## src/rtl/core/katm_pkg.sv

```systemverilog
// ----------------------------------------------------------------------------
// katm_pkg
// Types, constants and helpers shared by the knob average threshold mapper.
// ----------------------------------------------------------------------------
`timescale 1ns / 1ps
`default_nettype none

package katm_pkg;

    // Field widths
    localparam int unsigned SAMPLE_W     = 12;
    localparam int unsigned SAMPLE_SHIFT = 4;
    localparam int unsigned VAL_W        = 8;
    localparam int unsigned CUTOFF_W     = 16;
    localparam int unsigned LIMIT_W      = 17;
    localparam int unsigned DEADBAND_W   = 8;
    localparam int unsigned TICKS_W      = 16;
    localparam int unsigned CFG_INDEX_W  = 3;
    localparam int unsigned CFG_VALUE_W  = 17;

    localparam int unsigned RING_DEPTH_DEFAULT = 16;

    // Register indexes
    localparam logic [CFG_INDEX_W-1:0] REG_END_CUTOFF  = 3'd0;
    localparam logic [CFG_INDEX_W-1:0] REG_LOW_LIMIT   = 3'd1;
    localparam logic [CFG_INDEX_W-1:0] REG_HIGH_LIMIT  = 3'd2;
    localparam logic [CFG_INDEX_W-1:0] REG_DEADBAND    = 3'd3;
    localparam logic [CFG_INDEX_W-1:0] REG_DISP_TICKS  = 3'd4;

    // Register reset values
    localparam logic [CUTOFF_W-1:0]   END_CUTOFF_RESET = 16'd6554;
    localparam logic [LIMIT_W-1:0]    LOW_LIMIT_RESET  = 17'd3277;
    localparam logic [LIMIT_W-1:0]    HIGH_LIMIT_RESET = 17'd62259;
    localparam logic [DEADBAND_W-1:0] DEADBAND_RESET   = 8'd8;
    localparam logic [TICKS_W-1:0]    DISP_TICKS_RESET = 16'd500;

    // Threshold mapping: span = 1.0 + 2 * cutoff, then avg * span / 255 - cutoff
    localparam int unsigned SPAN_W     = 18;
    localparam logic [SPAN_W-1:0] SPAN_BASE = 18'd65536;
    localparam int unsigned MAP_PROD_W = VAL_W + SPAN_W;
    localparam int unsigned QUOT_W     = 18;
    localparam int unsigned THR_CALC_W = LIMIT_W + 2;

    // x / 255 for x < 2^26 as (x * ceil(2^34 / 255)) >> 34
    localparam int unsigned DIV255_MUL_W  = 27;
    localparam int unsigned DIV255_SHIFT  = 34;
    localparam logic [DIV255_MUL_W-1:0] DIV255_MUL = 27'd67372037;
    localparam int unsigned DIV_PROD_W    = MAP_PROD_W + DIV255_MUL_W;

    // Register stages from accept to result register
    localparam int unsigned PIPE_STAGES = 6;

    function automatic int unsigned total_width(input int unsigned depth);
        return $clog2(255 * depth + 1);
    endfunction

    function automatic int unsigned addr_width(input int unsigned depth);
        return (depth > 1) ? $clog2(depth) : 1;
    endfunction

    typedef struct packed {
        logic [SAMPLE_W-1:0] knob_sample;
        logic                force_update;
    } sample_t;

    typedef struct packed {
        logic [VAL_W-1:0]   held_average;
        logic [LIMIT_W-1:0] threshold_value;
        logic               updated;
        logic               display_active;
    } result_t;

    typedef struct packed {
        logic [CFG_INDEX_W-1:0] reg_index;
        logic [CFG_VALUE_W-1:0] reg_value;
    } cfg_write_t;

    typedef struct packed {
        logic [CUTOFF_W-1:0]   end_cutoff;
        logic [LIMIT_W-1:0]    low_limit;
        logic [LIMIT_W-1:0]    high_limit;
        logic [DEADBAND_W-1:0] deadband;
        logic [TICKS_W-1:0]    disp_ticks;
    } cfg_regs_t;

    typedef struct packed {
        logic [VAL_W-1:0] avg;
        logic             refresh;
        logic             active;
    } mean_item_t;

endpackage

`default_nettype wire

```

## src/rtl/core/katm_stream_if.sv

```systemverilog
// ----------------------------------------------------------------------------
// katm_stream_if
// Valid/ready channel carrying one payload item per handshake.
// ----------------------------------------------------------------------------
`timescale 1ns / 1ps
`default_nettype none

interface katm_stream_if #(
    parameter type payload_t = logic
) ();
    logic     valid;
    logic     ready;
    payload_t data;

    modport source (output valid, output data, input ready);
    modport sink   (input valid, input data, output ready);
endinterface

`default_nettype wire

```

## src/rtl/core/katm_ram.sv

```systemverilog
// ----------------------------------------------------------------------------
// katm_ram
// Simple dual-port RAM, one write and one registered read per cycle.
// ----------------------------------------------------------------------------
`timescale 1ns / 1ps
`default_nettype none

module katm_ram #(
    parameter int unsigned WIDTH = 8,
    parameter int unsigned DEPTH = 16
) (
    input  wire logic                                 clk,
    input  wire logic                                 we,
    input  wire logic [katm_pkg::addr_width(DEPTH)-1:0] waddr,
    input  wire logic [WIDTH-1:0]                     wdata,
    input  wire logic [katm_pkg::addr_width(DEPTH)-1:0] raddr,
    output logic      [WIDTH-1:0]                     rdata
);

    logic [WIDTH-1:0] mem [DEPTH];

    always_ff @(posedge clk)
    begin
        if (we)
        begin
            mem[waddr] <= wdata;
        end
        rdata <= mem[raddr];
    end

endmodule

`default_nettype wire

```

## src/rtl/core/katm_ring.sv

```systemverilog
// ----------------------------------------------------------------------------
// katm_ring
// Ring of recent reduced samples with a running total; first pipeline stage.
// ----------------------------------------------------------------------------
`timescale 1ns / 1ps
`default_nettype none

module katm_ring #(
    parameter int unsigned RING_DEPTH = katm_pkg::RING_DEPTH_DEFAULT,
    parameter int unsigned TOTAL_W    = katm_pkg::total_width(RING_DEPTH)
) (
    input  wire logic                  clk,
    input  wire logic                  rst_n,
    input  wire logic                  in_valid,
    output logic                       in_ready,
    input  wire katm_pkg::sample_t     in_data,
    output logic                       out_valid,
    input  wire logic                  out_ready,
    output logic [TOTAL_W-1:0]         out_total,
    output logic                       out_force
);

    localparam int unsigned PW    = katm_pkg::addr_width(RING_DEPTH);
    localparam int unsigned VAL_W = katm_pkg::VAL_W;

    logic [PW-1:0]      pos_reg, pos_next, pos_adv, rd_addr;
    logic               wrapped_reg, wrapped_next;
    logic [TOTAL_W-1:0] total_reg, total_next;
    logic               valid_reg, valid_next;
    logic               force_reg;
    logic               byp_valid_reg, byp_valid_next;
    logic [VAL_W-1:0]   byp_data_reg;
    logic [VAL_W-1:0]   rd_data, old_val, new_val;
    logic               load, last;

    assign in_ready = !valid_reg || out_ready;
    assign load     = in_valid && in_ready;
    assign new_val  = in_data.knob_sample[katm_pkg::SAMPLE_SHIFT +: VAL_W];

    assign last    = (pos_reg == PW'(RING_DEPTH - 1));
    assign pos_adv = last ? '0 : pos_reg + PW'(1);
    // Read ahead so the entry at the write pointer is ready for the next item
    assign rd_addr = load ? pos_adv : pos_reg;

    // Entries are unwritten until the pointer first wraps; they read as zero
    always_comb
    begin
        if (!wrapped_reg)
        begin
            old_val = '0;
        end
        else if (byp_valid_reg)
        begin
            old_val = byp_data_reg;
        end
        else
        begin
            old_val = rd_data;
        end
    end

    always_comb
    begin
        total_next     = total_reg;
        pos_next       = pos_reg;
        wrapped_next   = wrapped_reg;
        byp_valid_next = load && (pos_adv == pos_reg);
        valid_next     = valid_reg && !out_ready;
        if (load)
        begin
            total_next   = total_reg - TOTAL_W'(old_val) + TOTAL_W'(new_val);
            pos_next     = pos_adv;
            wrapped_next = wrapped_reg || last;
            valid_next   = 1'b1;
        end
    end

    katm_ram #(
        .WIDTH (VAL_W),
        .DEPTH (RING_DEPTH)
    ) u_ram (
        .clk   (clk),
        .we    (load),
        .waddr (pos_reg),
        .wdata (new_val),
        .raddr (rd_addr),
        .rdata (rd_data)
    );

    always_ff @(posedge clk or negedge rst_n)
    begin
        if (!rst_n)
        begin
            pos_reg       <= '0;
            wrapped_reg   <= 1'b0;
            total_reg     <= '0;
            valid_reg     <= 1'b0;
            byp_valid_reg <= 1'b0;
        end
        else
        begin
            pos_reg       <= pos_next;
            wrapped_reg   <= wrapped_next;
            total_reg     <= total_next;
            valid_reg     <= valid_next;
            byp_valid_reg <= byp_valid_next;
        end
    end

    always_ff @(posedge clk)
    begin
        if (load)
        begin
            force_reg    <= in_data.force_update;
            byp_data_reg <= new_val;
        end
    end

    assign out_valid = valid_reg;
    assign out_total = total_reg;
    assign out_force = force_reg;

endmodule

`default_nettype wire

```

## src/rtl/core/katm_refresh.sv

```systemverilog
// ----------------------------------------------------------------------------
// katm_refresh
// Ring mean by reciprocal multiply, deadband test, held average, countdown.
// ----------------------------------------------------------------------------
`timescale 1ns / 1ps
`default_nettype none

module katm_refresh #(
    parameter int unsigned RING_DEPTH = katm_pkg::RING_DEPTH_DEFAULT,
    parameter int unsigned TOTAL_W    = katm_pkg::total_width(RING_DEPTH)
) (
    input  wire logic                              clk,
    input  wire logic                              rst_n,
    input  wire logic [katm_pkg::DEADBAND_W-1:0]   deadband,
    input  wire logic [katm_pkg::TICKS_W-1:0]      disp_ticks,
    input  wire logic                              in_valid,
    output logic                                   in_ready,
    input  wire logic [TOTAL_W-1:0]                in_total,
    input  wire logic                              in_force,
    output logic                                   out_valid,
    input  wire logic                              out_ready,
    output katm_pkg::mean_item_t                   out_data
);

    localparam int unsigned VAL_W      = katm_pkg::VAL_W;
    localparam int unsigned TICKS_W    = katm_pkg::TICKS_W;
    localparam int unsigned LOG_D      = $clog2(RING_DEPTH);
    localparam int unsigned MUL_W      = TOTAL_W + 1;
    localparam int unsigned PROD_W     = TOTAL_W + MUL_W;
    localparam int unsigned MEAN_SHIFT = TOTAL_W + LOG_D;
    localparam longint unsigned MEAN_MUL_VAL =
        ((64'd1 << MEAN_SHIFT) + RING_DEPTH - 1) / RING_DEPTH;
    localparam logic [MUL_W-1:0] MEAN_MUL = MUL_W'(MEAN_MUL_VAL);

    // Stage 2: total times reciprocal of the depth
    logic              s2_valid_reg, s2_valid_next, s2_ready, load2;
    logic [PROD_W-1:0] prod_reg, prod_next;
    logic              force_reg;

    // Stage 3: mean, deadband test, state update
    logic                 s3_valid_reg, s3_valid_next, s3_ready, load3;
    logic [VAL_W-1:0]     stable_reg, stable_next;
    logic [TICKS_W-1:0]   count_reg, count_next, count_base;
    logic [VAL_W-1:0]     mean, diff;
    logic                 refresh, active;
    katm_pkg::mean_item_t item_reg, item_next;

    assign s3_ready = !s3_valid_reg || out_ready;
    assign s2_ready = !s2_valid_reg || s3_ready;
    assign in_ready = s2_ready;
    assign load2    = in_valid && s2_ready;
    assign load3    = s2_valid_reg && s3_ready;

    assign s2_valid_next = load2 || (s2_valid_reg && !s3_ready);
    assign s3_valid_next = load3 || (s3_valid_reg && !out_ready);

    assign prod_next = PROD_W'(in_total) * PROD_W'(MEAN_MUL);

    always_comb
    begin
        mean       = prod_reg[MEAN_SHIFT +: VAL_W];
        diff       = (mean > stable_reg) ? mean - stable_reg : stable_reg - mean;
        refresh    = force_reg || (diff > deadband);
        stable_next = refresh ? mean : stable_reg;
        count_base = refresh ? disp_ticks : count_reg;
        active     = (count_base != '0);
        count_next = active ? count_base - TICKS_W'(1) : count_base;
        item_next.avg     = stable_next;
        item_next.refresh = refresh;
        item_next.active  = active;
    end

    always_ff @(posedge clk or negedge rst_n)
    begin
        if (!rst_n)
        begin
            s2_valid_reg <= 1'b0;
            s3_valid_reg <= 1'b0;
            stable_reg   <= '0;
            count_reg    <= '0;
        end
        else
        begin
            s2_valid_reg <= s2_valid_next;
            s3_valid_reg <= s3_valid_next;
            if (load3)
            begin
                stable_reg <= stable_next;
                count_reg  <= count_next;
            end
        end
    end

    always_ff @(posedge clk)
    begin
        if (load2)
        begin
            prod_reg  <= prod_next;
            force_reg <= in_force;
        end
        if (load3)
        begin
            item_reg <= item_next;
        end
    end

    assign out_valid = s3_valid_reg;
    assign out_data  = item_reg;

endmodule

`default_nettype wire

```

## src/rtl/core/katm_mapper.sv

```systemverilog
// ----------------------------------------------------------------------------
// katm_mapper
// Affine map of the held average to a threshold, clamp, result register.
// ----------------------------------------------------------------------------
`timescale 1ns / 1ps
`default_nettype none

module katm_mapper (
    input  wire logic                            clk,
    input  wire logic                            rst_n,
    input  wire logic [katm_pkg::CUTOFF_W-1:0]   end_cutoff,
    input  wire logic [katm_pkg::LIMIT_W-1:0]    low_limit,
    input  wire logic [katm_pkg::LIMIT_W-1:0]    high_limit,
    input  wire logic                            in_valid,
    output logic                                 in_ready,
    input  wire katm_pkg::mean_item_t            in_data,
    output logic                                 out_valid,
    input  wire logic                            out_ready,
    output katm_pkg::result_t                    out_data
);

    localparam int unsigned SPAN_W     = katm_pkg::SPAN_W;
    localparam int unsigned MAP_PROD_W = katm_pkg::MAP_PROD_W;
    localparam int unsigned DIV_PROD_W = katm_pkg::DIV_PROD_W;
    localparam int unsigned QUOT_W     = katm_pkg::QUOT_W;
    localparam int unsigned LIMIT_W    = katm_pkg::LIMIT_W;
    localparam int unsigned CALC_W     = katm_pkg::THR_CALC_W;

    // Stage 4: avg * span
    logic                   s4_valid_reg, s4_valid_next, s4_ready, load4;
    logic [SPAN_W-1:0]      span;
    logic [MAP_PROD_W-1:0]  map_reg, map_next;
    katm_pkg::mean_item_t   item4_reg;

    // Stage 5: divide by 255 through the reciprocal
    logic                   s5_valid_reg, s5_valid_next, s5_ready, load5;
    logic [DIV_PROD_W-1:0]  div_prod;
    logic [QUOT_W-1:0]      quot_reg;
    katm_pkg::mean_item_t   item5_reg;

    // Stage 6: offset, clamp, result
    logic                   s6_valid_reg, s6_valid_next, s6_ready, load6;
    logic signed [CALC_W-1:0] thr_raw, thr_hi, thr_lo, high_s, low_s;
    logic [LIMIT_W-1:0]     thr_reg, thr_next;
    katm_pkg::result_t      result_reg, result_next;

    assign s6_ready = !s6_valid_reg || out_ready;
    assign s5_ready = !s5_valid_reg || s6_ready;
    assign s4_ready = !s4_valid_reg || s5_ready;
    assign in_ready = s4_ready;
    assign load4    = in_valid && s4_ready;
    assign load5    = s4_valid_reg && s5_ready;
    assign load6    = s5_valid_reg && s6_ready;

    assign s4_valid_next = load4 || (s4_valid_reg && !s5_ready);
    assign s5_valid_next = load5 || (s5_valid_reg && !s6_ready);
    assign s6_valid_next = load6 || (s6_valid_reg && !out_ready);

    assign span     = katm_pkg::SPAN_BASE + {1'b0, end_cutoff, 1'b0};
    assign map_next = MAP_PROD_W'(in_data.avg) * MAP_PROD_W'(span);
    assign div_prod = DIV_PROD_W'(map_reg) * DIV_PROD_W'(katm_pkg::DIV255_MUL);

    // High limit first, then low limit, so a crossed pair resolves to low
    always_comb
    begin
        thr_raw = $signed({1'b0, quot_reg}) - $signed({3'b000, end_cutoff});
        high_s  = $signed({2'b00, high_limit});
        low_s   = $signed({2'b00, low_limit});
        thr_hi  = (thr_raw > high_s) ? high_s : thr_raw;
        thr_lo  = (thr_hi < low_s) ? low_s : thr_hi;
        thr_next = item5_reg.refresh ? thr_lo[LIMIT_W-1:0] : thr_reg;
        result_next.held_average    = item5_reg.avg;
        result_next.threshold_value = thr_next;
        result_next.updated         = item5_reg.refresh;
        result_next.display_active  = item5_reg.active;
    end

    always_ff @(posedge clk or negedge rst_n)
    begin
        if (!rst_n)
        begin
            s4_valid_reg <= 1'b0;
            s5_valid_reg <= 1'b0;
            s6_valid_reg <= 1'b0;
            thr_reg      <= '0;
        end
        else
        begin
            s4_valid_reg <= s4_valid_next;
            s5_valid_reg <= s5_valid_next;
            s6_valid_reg <= s6_valid_next;
            if (load6)
            begin
                thr_reg <= thr_next;
            end
        end
    end

    always_ff @(posedge clk)
    begin
        if (load4)
        begin
            map_reg   <= map_next;
            item4_reg <= in_data;
        end
        if (load5)
        begin
            quot_reg  <= div_prod[katm_pkg::DIV255_SHIFT +: QUOT_W];
            item5_reg <= item4_reg;
        end
        if (load6)
        begin
            result_reg <= result_next;
        end
    end

    assign out_valid = s6_valid_reg;
    assign out_data  = result_reg;

endmodule

`default_nettype wire

```

## src/rtl/core/knob_average_threshold_mapper.sv

```systemverilog
// ----------------------------------------------------------------------------
// knob_average_threshold_mapper
// Moving average of knob samples with deadband, threshold map and countdown.
// Throughput: one item per cycle, every stage stalls on its own.
// Pipeline: 6 register stages from accept to result (ring, mean product,
// mean and deadband state, span product, divide by 255, clamp and result).
// Reset: registers take their defaults; ring entries read as zero until the
// write pointer first wraps, so no clearing pass is run.
// ----------------------------------------------------------------------------
`timescale 1ns / 1ps
`default_nettype none

module knob_average_threshold_mapper #(
    parameter int unsigned RING_DEPTH = katm_pkg::RING_DEPTH_DEFAULT
) (
    input  wire logic     clk,
    input  wire logic     rst_n,
    katm_stream_if.sink   sample,
    katm_stream_if.source result,
    katm_stream_if.sink   cfg
);

    localparam int unsigned TOTAL_W = katm_pkg::total_width(RING_DEPTH);
    localparam int unsigned OCC_W   = $clog2(katm_pkg::PIPE_STAGES + 1);

    katm_pkg::cfg_regs_t cfg_reg, cfg_next;

    logic               ring_valid, ring_ready;
    logic [TOTAL_W-1:0] ring_total;
    logic               ring_force;
    logic               mean_valid, mean_ready;
    katm_pkg::mean_item_t mean_item;
    katm_pkg::result_t  result_data;
    logic               result_valid;

    // Configuration writes
    assign cfg.ready = 1'b1;

    always_comb
    begin
        cfg_next = cfg_reg;
        if (cfg.valid)
        begin
            unique case (cfg.data.reg_index)
                katm_pkg::REG_END_CUTOFF:
                    cfg_next.end_cutoff = cfg.data.reg_value[katm_pkg::CUTOFF_W-1:0];
                katm_pkg::REG_LOW_LIMIT:
                    cfg_next.low_limit = cfg.data.reg_value[katm_pkg::LIMIT_W-1:0];
                katm_pkg::REG_HIGH_LIMIT:
                    cfg_next.high_limit = cfg.data.reg_value[katm_pkg::LIMIT_W-1:0];
                katm_pkg::REG_DEADBAND:
                    cfg_next.deadband = cfg.data.reg_value[katm_pkg::DEADBAND_W-1:0];
                katm_pkg::REG_DISP_TICKS:
                    cfg_next.disp_ticks = cfg.data.reg_value[katm_pkg::TICKS_W-1:0];
                default:
                    cfg_next = cfg_reg;
            endcase
        end
    end

    always_ff @(posedge clk or negedge rst_n)
    begin
        if (!rst_n)
        begin
            cfg_reg.end_cutoff <= katm_pkg::END_CUTOFF_RESET;
            cfg_reg.low_limit  <= katm_pkg::LOW_LIMIT_RESET;
            cfg_reg.high_limit <= katm_pkg::HIGH_LIMIT_RESET;
            cfg_reg.deadband   <= katm_pkg::DEADBAND_RESET;
            cfg_reg.disp_ticks <= katm_pkg::DISP_TICKS_RESET;
        end
        else
        begin
            cfg_reg <= cfg_next;
        end
    end

    katm_ring #(
        .RING_DEPTH (RING_DEPTH),
        .TOTAL_W    (TOTAL_W)
    ) u_ring (
        .clk       (clk),
        .rst_n     (rst_n),
        .in_valid  (sample.valid),
        .in_ready  (sample.ready),
        .in_data   (sample.data),
        .out_valid (ring_valid),
        .out_ready (ring_ready),
        .out_total (ring_total),
        .out_force (ring_force)
    );

    katm_refresh #(
        .RING_DEPTH (RING_DEPTH),
        .TOTAL_W    (TOTAL_W)
    ) u_refresh (
        .clk        (clk),
        .rst_n      (rst_n),
        .deadband   (cfg_reg.deadband),
        .disp_ticks (cfg_reg.disp_ticks),
        .in_valid   (ring_valid),
        .in_ready   (ring_ready),
        .in_total   (ring_total),
        .in_force   (ring_force),
        .out_valid  (mean_valid),
        .out_ready  (mean_ready),
        .out_data   (mean_item)
    );

    katm_mapper u_mapper (
        .clk        (clk),
        .rst_n      (rst_n),
        .end_cutoff (cfg_reg.end_cutoff),
        .low_limit  (cfg_reg.low_limit),
        .high_limit (cfg_reg.high_limit),
        .in_valid   (mean_valid),
        .in_ready   (mean_ready),
        .in_data    (mean_item),
        .out_valid  (result_valid),
        .out_ready  (result.ready),
        .out_data   (result_data)
    );

    assign result.valid = result_valid;
    assign result.data  = result_data;

    // Items in flight, for checking only
    logic [OCC_W-1:0] occ_reg, occ_next;
    logic             in_fire, out_fire;

    assign in_fire  = sample.valid && sample.ready;
    assign out_fire = result_valid && result.ready;

    always_comb
    begin
        occ_next = occ_reg;
        if (in_fire && !out_fire)
        begin
            occ_next = occ_reg + OCC_W'(1);
        end
        else if (out_fire && !in_fire)
        begin
            occ_next = occ_reg - OCC_W'(1);
        end
    end

    always_ff @(posedge clk or negedge rst_n)
    begin
        if (!rst_n)
        begin
            occ_reg <= '0;
        end
        else
        begin
            occ_reg <= occ_next;
        end
    end

    a_occupancy: assert property (@(posedge clk) disable iff (!rst_n)
        (occ_reg <= OCC_W'(katm_pkg::PIPE_STAGES)) && (result_valid == 1'b0 || occ_reg != '0))
        else $error("pipeline holds more items than stages, or a result with none in flight");

    a_thr_in_limits: assert property (@(posedge clk) disable iff (!rst_n)
        (result_valid && result_data.updated && (cfg_reg.low_limit <= cfg_reg.high_limit))
        |-> ((result_data.threshold_value >= cfg_reg.low_limit)
             && (result_data.threshold_value <= cfg_reg.high_limit)))
        else $error("refreshed threshold outside the limits");

    a_reload_active: assert property (@(posedge clk) disable iff (!rst_n)
        (result_valid && result_data.updated && (cfg_reg.disp_ticks != '0))
        |-> result_data.display_active)
        else $error("countdown reload did not mark the display active");

endmodule

`default_nettype wire

```

## src/flat_wrapper.sv

```systemverilog
// flat-port wrapper written by rule: the top's interface ports become plain ports
module knob_average_threshold_mapper_flat import katm_pkg::*;
#(
    parameter int unsigned RING_DEPTH = katm_pkg::RING_DEPTH_DEFAULT
)
  (clk, rst_n, sample_valid, sample_data, sample_ready, result_valid, result_data, result_ready, cfg_valid, cfg_data, cfg_ready);
  katm_stream_if #(.payload_t(sample_t)) sample_i ();
  katm_stream_if #(.payload_t(result_t)) result_i ();
  katm_stream_if #(.payload_t(cfg_write_t)) cfg_i ();
  input  wire logic clk;
  input  wire logic rst_n;
  input wire logic [$bits(sample_i.valid)-1:0] sample_valid;
  input wire logic [$bits(sample_i.data)-1:0] sample_data;
  output wire logic [$bits(sample_i.ready)-1:0] sample_ready;
  output wire logic [$bits(result_i.valid)-1:0] result_valid;
  output wire logic [$bits(result_i.data)-1:0] result_data;
  input wire logic [$bits(result_i.ready)-1:0] result_ready;
  input wire logic [$bits(cfg_i.valid)-1:0] cfg_valid;
  input wire logic [$bits(cfg_i.data)-1:0] cfg_data;
  output wire logic [$bits(cfg_i.ready)-1:0] cfg_ready;
  assign sample_i.valid = sample_valid;
  assign sample_i.data = sample_data;
  assign sample_ready = sample_i.ready;
  assign result_valid = result_i.valid;
  assign result_data = result_i.data;
  assign result_i.ready = result_ready;
  assign cfg_i.valid = cfg_valid;
  assign cfg_i.data = cfg_data;
  assign cfg_ready = cfg_i.ready;
  knob_average_threshold_mapper #(.RING_DEPTH(RING_DEPTH)) u_core (.clk(clk), .rst_n(rst_n), .sample(sample_i), .result(result_i), .cfg(cfg_i));
endmodule
```

## config.mk

```make
export PLATFORM = sky130hd
export DESIGN_NAME = knob_average_threshold_mapper_flat
export DESIGN_NICKNAME = d
export VERILOG_FILES = /design/src/rtl/core/katm_pkg.sv /design/src/rtl/core/katm_stream_if.sv /design/src/rtl/core/katm_ram.sv /design/src/rtl/core/katm_ring.sv /design/src/rtl/core/katm_refresh.sv /design/src/rtl/core/katm_mapper.sv /design/src/rtl/core/knob_average_threshold_mapper.sv /design/src/flat_wrapper.sv
export SDC_FILE = /design/constraint.sdc
export NUM_CORES = 1
export LEC_CHECK = 0
export ABC_AREA = 1
export BUFFER_PORTS_ARGS = -buffer_cell sky130_fd_sc_hd__buf_2
export CAP_MARGIN = 20
export CORE_MARGIN = 8
export CORE_UTILIZATION = 55
export DETAILED_ROUTE_END_ITERATION = 10
export PLACE_DENSITY = 0.72
export SLEW_MARGIN = 20
export SYNTH_ARGS = -nofsm -noshare
export SYNTH_HDL_FRONTEND = slang
export SYNTH_SLANG_ARGS = --single-unit
```

## constraint.sdc

```tcl
create_clock -name clk -period 12.5 [get_ports clk]
set_clock_uncertainty 0.2 [all_clocks]
set_input_delay 1.25 -clock clk [delete_from_list [all_inputs] [get_ports clk]]
set_output_delay 1.25 -clock clk [all_outputs]
set_load 0.005 [all_outputs]
```

==> key figures <==
Outcome
  • Outcome: complete, no violations

Drt
  • Routed Wire Length: 64600 um
  • First drt pass iteration count: 7
  • Vias per cell: between 5 and 6
  • Detail Route Antenna Nets: 0
  • Detailed Route Iter0 Violations: 1408
  • Post-route DRC violation count: 0
  • Wire per inst: 17.1 um
  • Total number of vias: slightly above 20000

Die
  • # rows: 82
  • Chip height: 241 um
  • Core area: 0.0500 sq mm
  • Num ports: 68
  • Chip width: 241 um
  • Die ar.: 0.0580 sq mm
  • Initial Utilization: 0.556

Logic synthesis
  • Post-synthesis mux area share: 0.000721
  • XOR/XNOR Fraction of Synth Area: 0.0224
  • Mapped cell area: 0.0278 sq mm
  • Cells after synthesis: 3054
  • Synth top area share: 0.266
  • Synth Area in Simple Gates: 0.149
  • Cell taking the most area after synthesis: edfxtp_1
  • Top cells by area, synth: edfxtp_1 27%, ha_1 14%, dfrtp_1 9.7%, fa_1 9.7%, nand2_1 8.2%
  • Post-synth cell types: 60
  • Largest family of logic cells by synthesized area: adder cells
  • Ys async rst share: 0.354
  • Sequential element share of the synthesized area: 0.398
  • Complex-gate fraction of the synthesized area: 0.101
  • Syn. warnings: 0
  • Avg Cell Area, Syn: 9.10 sq um
  • Flops & latches, synth: between 300 and 400
  • Count leader, synth: nand2_1
  • Adder-cell share of the synthesized area: 0.238
  • Main flop type after synthesis: edfxtp_1
  • Synth top cells by count: 607 x nand2_1, 547 x inv_1, 314 x ha_1, 247 x o21ai_0, 246 x edfxtp_1
  • EDFF count, synth: 246

Global routing
  • Initial antenna violation count: 0
  • Pin count of the biggest net entering global routing: 86
  • Vias in the first global route: 20700
  • GR Overflow Total: 0
  • First-pass GRT wire length: 104000 um
  • GRT Util Overall: 0.224

Placed design
  • RD Place Congestion: 0.925
  • Dpl hpwl: 48100 um
  • Port bufs: 62

Clock tree
  • CTS resizes: 0
  • CTS buffer count: between 40 and 50
  • Longest Clk Path Bufs: 3
  • Latest clock arrival within the worst-skew pair: 590 ps
  • Setup Fix Bufs, Post-CTS: 0
  • TritonCTS Sinks: 393
  • Htree depth: 2
  • CTS root buf: clkbuf_16
  • Quantity of hold-fixing buffers added after cts: 0
  • Reg clk slew, reported paths: 60 ps
  • TritonCTS clock tree: built

Critical path
  • WP buf/inv: 6
  • Crit path arrival time: 6460 ps
  • Family with the most delay on the worst path: simple AND/OR/NAND/NOR gates
  • Crit-path slowest cell: nand2_2
  • Worst Path Required: ~13000 ps
  • Crit path kind: reg -> reg
  • Flop-to-flop setup slack: 6270 ps
  • Worst stage delay on the critical path: around 670 ps
  • Critical Path Most Common Cell: inv_1
  • Critical Path Start Type: flop
  • Nature of the critical path endpoint: flop
  • CP Max Fanout: 49

Flow run
  • Maxcap violations: 0

Timing
  • Final hold viol count: 0
  • RSZ-0062 raised after global routing: false
  • Final setup TNS: 0 ps
  • Minimum clock period: 6230 ps
  • Headroom to the max-slew limit: 0.288
  • Fmax: 160 MHz
  • Worst Tran Pin Value: roughly 1100 ps
  • Fin crit share: 0.499
  • Max-slew violation count: 0
  • Final setup vio count: 0

Cells and area
  • Ant diodes: 0
  • Layout cell share with drive strength beyond 1: 0.0749
  • # fillers: around 4300
  • P&R area growth vs syn: 7.85%
  • Nets: 3566
  • Flip-flop count of the largest register after layout: between 100 and 150

Min path
  • Worst hold path class: reg -> reg
-- worst paths after layout --
kind | from | to | cells after the start
worst max-delay path | u_core.u_refresh.prod_reg[16] | u_core.u_refresh.count_reg[2] | 31
worst max register to register | u_core.u_refresh.prod_reg[16] | u_core.u_refresh.count_reg[2] | 31
min in group asynchronous | rst_n | u_core.u_mapper.thr_reg[12] | 1
worst min-delay path | u_core.u_mapper.item4_reg[9] | u_core.u_mapper.item5_reg[9] | 0
worst min register to register | u_core.u_mapper.item4_reg[9] | u_core.u_mapper.item5_reg[9] | 0
max in group asynchronous | rst_n | u_core.u_ring.out_total[4] | 2
-- worst reg2reg max path: cells and delay by family (launching register included) --
kind / cells / cell delay [ps]
simple gates: 10 / 2140
flops: 1 / 420
xor+xnor: 1 / 160
fa+ha+maj: 4 / 1110
buf+inv: 6 / 550
compound gates: 10 / 1530
-- per-stage QoR --
step | setup slack, ps | std cells | area, sq um | util | hold WS (ps)
after floorplan | 7160 | 3056 | 27800 | - | 200
after global placement | 6500 | 3709 | 28600 | 0.573 | 202
after detailed placement | 6370 | 3709 | 28600 | 0.573 | 205
after CTS | 6310 | 3784 | 30000 | 0.600 | 217
after global routing | 5720 | 3784 | 30000 | 0.600 | 219
final | 6270 | 3784 | 30000 | 0.600 | 215
-- per-layer routing --
layer  global-route usage  part of all wire  vias up
li1                     -                 -     9998
met1                0.305              0.45     9869
met2                0.374              0.48      532
met3               0.0276             0.049       99
met4               0.0694             0.025        0
met5                    0                 0        -
-- cell usage in the layout (no fill, tap or decap), drive strengths merged, types with 31 or more instances in the layout --
cell type / netlist / layout
nand3: 90 / 90
dfstp: 31 / 31
edfxtp: 246 / 246
o21ai: 268 / 268
a21oi: 121 / 121
dfrtp: 108 / 108
clkbuf: 67 / 57
buf: 26 / 74
ha: 314 / 314
xor2: 45 / 45
fa: 134 / 134
nand2: 640 / 640
inv: 553 / 555
nor2: 206 / 206
-- cell families after synthesis --
kind of cell,after synthesis
adders and majority gates,448
muxes,2
buffers and inverters,649
AOI/OAI and AO/OA,501
DFF,393
other,2
and+or+nand+nor,988
xor gates and xnor gates,71
-- area by class of cell --
cell class / count / area, sq um / area share
sequential: 393 / 11100 / 0.369
multi-input combinational: 2014 / 14200 / 0.475
timing repair buffer: 74 / 407 / 0.0136
clock inverter: 18 / 193 / 0.00643
clock buffer: 57 / 1150 / 0.0383
tap: 672 / 841 / 0.0281
inverter: 556 / 2090 / 0.0697
Power is left out: the tool's default activity adds up to more than one toggle a clock period on the data nets, which glitch-free logic cannot reach.
